$ cat config.mk
export PLATFORM = sky130hd
export DESIGN_NAME = sorted_value_table_unit
export DESIGN_NICKNAME = d
export VERILOG_FILES = /design/src/svt_pkg.sv /design/src/svt_cell.sv /design/src/sorted_value_table_unit.sv
export SDC_FILE = /design/constraint.sdc
export NUM_CORES = 2
export LEC_CHECK = 0
export BUFFER_PORTS_ARGS = -buffer_cell sky130_fd_sc_hd__buf_2
export CORE_ASPECT_RATIO = 1.1
export CORE_UTILIZATION = 50
export CTS_BUF_LIST = sky130_fd_sc_hd__clkbuf_16
export CTS_CLUSTER_SIZE = 8
export DETAILED_ROUTE_END_ITERATION = 8
export GPL_TIMING_DRIVEN = 0
export PLACE_DENSITY = 0.65
export SLEW_MARGIN = 20
export SYNTH_ARGS = -nofsm -noshare
export SYNTH_HDL_FRONTEND = slang
export SYNTH_HIERARCHICAL = 1
export SYNTH_SLANG_ARGS = --single-unit
$ cat constraint.sdc
create_clock -name i_clk -period 7.25 [get_ports i_clk]
set_clock_uncertainty 0.1 [all_clocks]
set_input_delay 0.725 -clock i_clk [delete_from_list [all_inputs] [get_ports i_clk]]
set_output_delay 0.725 -clock i_clk [all_outputs]
set_load 0.02 [all_outputs]
$ cat src/svt_pkg.sv
package svt_pkg;

    typedef enum logic [1:0] {
        OP_INSERT = 2'd0,
        OP_DELETE = 2'd1,
        OP_SEARCH = 2'd2,
        OP_CLEAR  = 2'd3
    } t_op;

    localparam logic [1:0] ST_DONE     = 2'd0;
    localparam logic [1:0] ST_NOTFOUND = 2'd1;
    localparam logic [1:0] ST_FULL     = 2'd2;

    localparam int VALUE_W = 32;
    localparam int POS_W   = 5;

    typedef struct packed {
        logic ins_en;
        logic del_en;
    } t_cell_ctl;

endpackage

$ cat src/svt_cell.sv
module svt_cell (
    input  logic                                    i_clk,
    input  svt_pkg::t_cell_ctl                      i_ctl,
    input  logic                                    i_occ,
    input  logic signed [svt_pkg::VALUE_W-1:0]      i_key,
    input  logic signed [svt_pkg::VALUE_W-1:0]      i_left_value,
    input  logic signed [svt_pkg::VALUE_W-1:0]      i_right_value,
    input  logic                                    i_left_lt,
    output logic signed [svt_pkg::VALUE_W-1:0]      o_value,
    output logic                                    o_lt,
    output logic                                    o_eq,
    output logic                                    o_boundary
);
    import svt_pkg::*;

    logic signed [VALUE_W-1:0] r_value;
    logic signed [VALUE_W-1:0] n_value;

    assign o_value    = r_value;
    assign o_lt       = i_occ && (r_value < i_key);
    assign o_eq       = i_occ && (r_value == i_key);
    // first cell whose entry is not below the key (or first free cell)
    assign o_boundary = !o_lt && i_left_lt;

    always_comb begin
        n_value = r_value;
        if (i_ctl.ins_en && !o_lt) begin
            n_value = i_left_lt ? i_key : i_left_value;
        end else if (i_ctl.del_en && !o_lt) begin
            n_value = i_right_value;
        end
    end

    always_ff @(posedge i_clk) begin
        r_value <= n_value;
    end

endmodule

$ cat src/sorted_value_table_unit.sv
// Sorted value table: keeps up to DEPTH signed 32-bit values in ascending
// order in a row of cells that compare against the item's value in parallel
// and shift toward their neighbors on insert or delete. o_busy stays low, so
// an item is accepted in every cycle that i_start is high; its result appears
// on the o_ ports for exactly one cycle with o_strobe, in the cycle after the
// item, with no way for the receiver to stall it. Position and count are
// reported modulo 32. The critical path is the 32-bit compare in each cell
// followed by the position/match reduction across the row.
module sorted_value_table_unit #(
    parameter int DEPTH = 16
) (
    input  logic                                i_clk,
    input  logic                                i_rst_n,
    input  logic                                i_start,
    input  logic [1:0]                          i_operation,
    input  logic signed [svt_pkg::VALUE_W-1:0]  i_value,
    output logic                                o_busy,
    output logic                                o_strobe,
    output logic [1:0]                          o_status,
    output logic [svt_pkg::POS_W-1:0]           o_position,
    output logic [svt_pkg::POS_W-1:0]           o_count,
    output logic                                o_empty_res
);
    import svt_pkg::*;

    localparam int CW = $clog2(DEPTH + 1);
    localparam int EW = (CW > POS_W) ? CW : POS_W;

    logic [CW-1:0]            r_count;
    logic [CW-1:0]            n_count;
    logic                     r_strobe;
    logic [1:0]               r_status;
    logic [1:0]               n_status;
    logic [POS_W-1:0]         r_position;
    logic [POS_W-1:0]         n_position;

    logic                     accept;
    t_op                      op;
    t_cell_ctl                ctl;
    logic                     full;
    logic                     found;
    logic [CW-1:0]            hit_pos;
    logic [EW-1:0]            pos_wide;
    logic [EW-1:0]            cnt_wide;

    logic [DEPTH-1:0]         occ;
    logic [DEPTH-1:0]         lt;
    logic [DEPTH-1:0]         eq;
    logic [DEPTH-1:0]         bnd;
    logic [DEPTH:0]           left_lt;
    logic signed [VALUE_W-1:0] cell_value [DEPTH];

    assign o_busy = 1'b0;
    assign accept = i_start && !o_busy;
    assign op     = t_op'(i_operation);
    assign full   = (r_count == CW'(DEPTH));

    assign left_lt[0] = 1'b1;

    for (genvar g = 0; g < DEPTH; g++) begin : g_cell
        assign occ[g]       = (CW'(g) < r_count);
        assign left_lt[g+1] = lt[g];

        svt_cell u_cell (
            .i_clk         (i_clk),
            .i_ctl         (ctl),
            .i_occ         (occ[g]),
            .i_key         (i_value),
            .i_left_value  ((g == 0) ? i_value : cell_value[(g == 0) ? 0 : g-1]),
            .i_right_value ((g == DEPTH-1) ? cell_value[g]
                                           : cell_value[(g == DEPTH-1) ? g : g+1]),
            .i_left_lt     (left_lt[g]),
            .o_value       (cell_value[g]),
            .o_lt          (lt[g]),
            .o_eq          (eq[g]),
            .o_boundary    (bnd[g])
        );
    end

    always_comb begin
        found   = 1'b0;
        hit_pos = '0;
        for (int i = 0; i < DEPTH; i++) begin
            found   = found | (bnd[i] & eq[i]);
            hit_pos = hit_pos | (bnd[i] ? CW'(i + 1) : '0);
        end
    end

    assign pos_wide = EW'(hit_pos);

    always_comb begin
        ctl.ins_en = 1'b0;
        ctl.del_en = 1'b0;
        n_count    = r_count;
        n_status   = ST_DONE;
        n_position = '0;
        if (accept) begin
            case (op)
                OP_INSERT: begin
                    if (full) begin
                        n_status = ST_FULL;
                    end else begin
                        ctl.ins_en = 1'b1;
                        n_count    = r_count + CW'(1);
                    end
                end
                OP_DELETE: begin
                    if (found) begin
                        ctl.del_en = 1'b1;
                        n_count    = r_count - CW'(1);
                    end else begin
                        n_status = ST_NOTFOUND;
                    end
                end
                OP_SEARCH: begin
                    if (found) begin
                        n_position = pos_wide[POS_W-1:0];
                    end else begin
                        n_status = ST_NOTFOUND;
                    end
                end
                OP_CLEAR: begin
                    n_count = '0;
                end
                default: begin
                    n_count = r_count;
                end
            endcase
        end
    end

    always_ff @(posedge i_clk) begin
        if (!i_rst_n) begin
            r_count  <= '0;
            r_strobe <= 1'b0;
        end else begin
            r_count  <= n_count;
            r_strobe <= accept;
        end
    end

    always_ff @(posedge i_clk) begin
        r_status   <= n_status;
        r_position <= n_position;
    end

    assign cnt_wide    = EW'(r_count);
    assign o_strobe    = r_strobe;
    assign o_status    = r_status;
    assign o_position  = r_position;
    assign o_count     = cnt_wide[POS_W-1:0];
    assign o_empty_res = (r_count == '0);

    a_count_bound: assert property (@(posedge i_clk) disable iff (!i_rst_n)
        r_count <= CW'(DEPTH))
        else $error("entry count beyond table depth");

    a_strobe_follows_item: assert property (@(posedge i_clk) disable iff (!i_rst_n)
        accept |=> o_strobe)
        else $error("item accepted without a result");

    a_no_spurious_result: assert property (@(posedge i_clk) disable iff (!i_rst_n)
        !accept |=> !o_strobe)
        else $error("result without an item");

    a_full_keeps_count: assert property (@(posedge i_clk) disable iff (!i_rst_n)
        (o_strobe && o_status == ST_FULL) |-> (r_count == CW'(DEPTH)))
        else $error("insert refused while table not full");

endmodule

---- Word-level counts from Yosys, hierarchy flattened ----
Index checks and enable logic that the tools add are counted.
Widths: inputs -> output; s select.
storage, ports and cells
  input bits .............................. 37
  output and inout port bits .............. 15
  logic and storage cells ................. 309
  register bits ........................... 525
cells by class
  mux-type cells .......................... 72
  $add $sub $neg .......................... 2
  reductions and logical operators ........ 115
  $lt $le $gt $ge ......................... 32
  eq/ne operators ......................... 22
  bitwise gates (word level) .............. 46
operators by type and width
  cell                 count
  $mux 32              45
  $eq 32x32->1         16
  $lt 32x32->1         16
  $logic_and 1x1->1    78
  $lt 4x5->1 const A   8
  $mux 4               8
  $reduce_bool 2->1    15
  $or 4x4->4           7
  $lt 3x5->1 const A   4
  $and 1x1->1          16
  $logic_not 1->1      16
  $mux 5               3
  $or 1x1->1           15
  $pmux 5 s3           1
  $mux 3               4
  $lt 1x5->1 const A   2
  $lt 2x5->1 const A   2
  $or 3x3->3           3
  $mux 2               4
  $mux 1               6
  $add 5x1->5 const B  1
  $eq 5x5->1 const B   1
  $logic_not 5->1      1
  $or 4x5->5           1
  other kinds (14)     16

---- Longest topological paths before layout ----
  depth after elaboration ................. 26
  gate-level depth with buffers ........... 19
  gate-level depth less buffers ........... 16

---- Modules after synthesis ----
The synthesis kept the hierarchy.
by module, submodules not included
  module                   cells an instance  sequential area each (µm²)  area each (µm²)  instances
  svt_cell                 269                960.9                       2636.3           16
  sorted_value_table_unit  130                260.2                       1021.0           1

---- Worst setup path after synthesis ----
Ideal clock, no wire load.
  path type ............................... input to register
  start point ............................. in i_value[5] in the netlist's numbering
  end point ............................... reg g_cell[0].u_cell.r_value[0] (enable)
  data required time ...................... 6718 ps
  stages on the path ...................... 18
  setup time .............................. 432 ps
  arrival ................................. 5857 ps
  path buffers ............................ 2
  path slack .............................. 861 ps
  cell sequence ........................... inv_1 > ha_1 > a21o_1 > nand3_1 > a211oi_1 > or4_4 > a21oi_1 > xnor2_1 > and2_1 > clkbuf_1 > clkbuf_1 > a21boi_0 > a22o_1 > a221oi_2 > nand4_1 > and3_1 > nor2_1 > a21oi_1
RTL lines
  item                  RTL line                       text
  from (decl)           sorted_value_table_unit.sv:16  input logic signed [svt_pkg::VALUE_W-1:0] i_value,
  to (signal assigned)  svt_cell.sv:35                 r_value <= n_value;
  to (decl)             svt_cell.sv:16                 logic signed [VALUE_W-1:0] r_value;

==> impl_table.tex <==
\begin{tabular}{lr}
\hline
Metric & Value \\
\hline
\multicolumn{2}{l}{\textbf{Run status}} \\
Result of the run & finished, violations left \\
Failing checks & setup timing \\
\multicolumn{2}{l}{\textbf{Pwr}} \\
Total power draw & 8.75 mW \\
Worst supply voltage drop on vdd & approximately 0.00016 V \\
P\_leak & $\sim$19 nW \\
Pwr per Cell Area & between 150 and 200 nW/um2 \\
\multicolumn{2}{l}{\textbf{Final layout}} \\
Most common cell after layout, fill and taps aside & sky130\_fd\_sc\_hd\_\_a21oi\_1 \\
Area growth, synth to finish & 10.5\% \\
Most frequent cells in the layout & sky130\_fd\_sc\_hd\_\_a21oi\_1, sky130\_fd\_sc\_hd\_\_inv\_1, sky130\_fd\_sc\_hd\_\_ha\_1 \\
Net total in the final layout & $\sim$5k \\
Total inserted antenna cells & 0 \\
Fraction of layout cells with a size suffix above 1 & 0.0839 \\
FILL cells & 7700 \\
Layout Utilization & 0.560 \\
\multicolumn{2}{l}{\textbf{Worst setup path}} \\
Biggest fanout along the worst timing path & 33 \\
CP max-delay cell & sky130\_fd\_sc\_hd\_\_nor4\_1 \\
Maximum single-stage delay on the critical path & between 1 and 1.5 ns \\
Kind of launch point of the worst setup path & primary input \\
Count of buffer and inverter cells on the critical path & 5 \\
Worst EP arrival & 7.49 ns \\
Number of cells on the worst reg-to-reg path & 15 \\
Setup CP Type & in -> reg \\
Endpoint class of the critical path & flop \\
Gate family responsible for the most delay along the worst path & simple AND/OR/NAND/NOR gates \\
Reg2reg setup slack & around 0.36 ns \\
Worst endpoint required time & $\sim$7.5 ns \\
Critical Path Stages & 17 \\
Cell-by-cell trace of the critical path & buf\_2 -> inv\_1 -> ha\_1 -> nand4\_1 -> nor4\_1 -> a21oi\_1 -> xnor2\_1 -> and2\_1 -> clkbuf\_1 -> clkbuf\_1 -> a21boi\_0 -> a221oi\_2 -> nand4\_1 -> and3\_2 -> nor2\_1 -> a21oi\_4 -> buf\_16 \\
\multicolumn{2}{l}{\textbf{Route}} \\
Average detailed-routed wire length per instance & 21.5 um \\
Drt first pass iters & 7 \\
Number of vias per cell after detailed routing & about 6.0 \\
Total via count after detailed routing & around 34k \\
Count of nets left with antenna violations after detail routing & 0 \\
Total routed wirelength & around 120000 um \\
Number of design-rule violations left by the first detailed-router iteration & about 1.8k \\
DRC errors left & 0 \\
\multicolumn{2}{l}{\textbf{Timing}} \\
Transition time at the pin with the least slew margin & roughly 1.2 ns \\
Count of final setup violators & between 60 and 70 \\
Setup repair after global routing missed its margin & false \\
Final period utilization & 1.00 \\
Final hold violations & 0 \\
Smallest setup slack after layout & -0.0299 ns \\
Worst relative slew slack & 0.186 \\
Fin. max-slew vios & 0 \\
Achievable clock frequency & between 0.1 and 0.15 GHz \\
Clock period minus final worst setup slack & roughly 7.3 ns \\
\multicolumn{2}{l}{\textbf{Run}} \\
Maximum capacitance violations & 0 \\
\multicolumn{2}{l}{\textbf{Global routing}} \\
Overall track demand over capacity in global routing & 0.279 \\
Global-route wire length before repair & between 150000 and 200000 um \\
Number of global-route vias before repair & 34.7k \\
Congestion Overflow GR & 0 \\
Maximum number of pins on one net before global-route repair & 34 \\
Initial antenna violation count & 0 \\
\multicolumn{2}{l}{\textbf{Placed design}} \\
DPL Wire Length & between 100000 and 150000 um \\
Post-placement setup slack & -1.24 ns \\
Count of port buffers added during placement & 50 \\
Routability Congestion & a little under 0.9 \\
\multicolumn{2}{l}{\textbf{Die}} \\
Full die area & 87600 um2 \\
Initial core utilization & 0.507 \\
Width of the chip & approximately 280 um \\
Core region area & about 85000 um2 \\
Die height & slightly above 300 um \\
Number of I/O pins & 52 \\
Number of rows in the core area & between 100 and 150 \\
\multicolumn{2}{l}{\textbf{Worst hold path}} \\
Hold Path Cell Cnt & 3 \\
Hold WC Path Type & in -> reg \\
\multicolumn{2}{l}{\textbf{CTS}} \\
H-tree depth & 3 \\
Clock buffers created by TritonCTS & 76 \\
Root buffer cell & sky130\_fd\_sc\_hd\_\_clkbuf\_16 \\
Post-cts hold buffer count & 0 \\
Clock sink total & approximately 530 \\
TritonCTS clock tree & built \\
Clock transition at path regs & 0.05 ns \\
Buffer levels on the longest clock path & 3 \\
Worst-skew pair later-pin latency & slightly above 0.6 ns \\
\multicolumn{2}{l}{\textbf{Yosys}} \\
Number of standard cells after synthesis & roughly 4.4k \\
Synthesized net count & about 5k \\
Cell Area, Synth & about 43000 um2 \\
Post-synthesis area per instance & roughly 9.7 um2 \\
Yosys warnings & 6 \\
\hline
\end{tabular}
-- report_power, final --
part           leakage (nW)  switching (mW)  internal (mW)
Clock                  1.16            1.34           1.92
Combinational          12.9            1.16          0.719
Sequential             4.78           0.107           3.49
-- registers in the layout, indices dropped and copies added (netlist names) --
signal,flops
o_strobe,1
o_count,5
o_position,5
g_cell.u_cell/o_value,512
o_status,2
-- final timing paths --
| kind | end | startpoint |
|---|---|---|
| max reg2reg | g_cell[3].u_cell/o_value[7] | g_cell[8].u_cell/o_value[31] |
| max | g_cell[3].u_cell/o_value[7] | i_value[27] |
| min | o_status[0] | i_start |
| min reg2reg | g_cell[15].u_cell/o_value[27] | g_cell[15].u_cell/o_value[27] |
-- layout make-up --
| cell class | instances | area [um2] | area share |
|---|---|---|---|
| Timing Repair Buffer | 67 | 718 | 0.0150 |
| Buffer | 282 | 1920 | 0.0402 |
| Clock inverter | 35 | 141 | 0.00296 |
| Multi-Input combinational cell | 3073 | 23900 | 0.500 |
| Clock buffer | 79 | 1980 | 0.0414 |
| Inverter | 553 | 2080 | 0.0435 |
| Tap cell | 1140 | 1430 | 0.0299 |
| Sequential cell | 525 | 15600 | 0.327 |
-- metal layers --
| layer | up-vias | GRT usage | wire length [um] |
|---|---|---|---|
| met5 | - | 0 | 0 |
| met4 | 0 | 0.155 | 7380 |
| met3 | 289 | 0.0321 | 4300 |
| met2 | 758 | 0.533 | 64300 |
| met1 | 16300 | 0.294 | 47600 |
| li1 | 17100 | - | - |
-- metrics by stage --
step | cell area (um2) | TNS (ns) | std cells | hold slack (ns)
CTS | 47700 | 0 | 5754 | 0.265
global placement | 44900 | -1490.03 | 5623 | 0.547
floorplan | 43200 | 0 | 4433 | 0.510
finish | 47700 | -0.874 | 5754 | 0.302
global route | 47700 | 0 | 5754 | 0.301
detailed placement | 45500 | -581.79 | 5640 | 0.553
-- worst reg2reg max path: cells and delay by family, from the launching register on --
| family | cells | cell delay [ns] |
|---|---|---|
| XOR/XNOR | 1 | 0.39 |
| buffers and inverters | 3 | 1.25 |
| adder cells (fa/ha/maj) | 1 | 0.39 |
| AO/OA/AOI/OAI | 4 | 1.44 |
| AND/OR/NAND/NOR | 6 | 2.59 |
| flip-flops | 1 | 0.43 |
-- what timing repair did --
item                                    4_1_cts  5_1_grt
gates resized for setup                       8       25
endpoints found under the setup margin      512      512
endpoints found under the hold margin         0        0
buffers inserted                              0        0
Power figures use the tool's default switching activity.
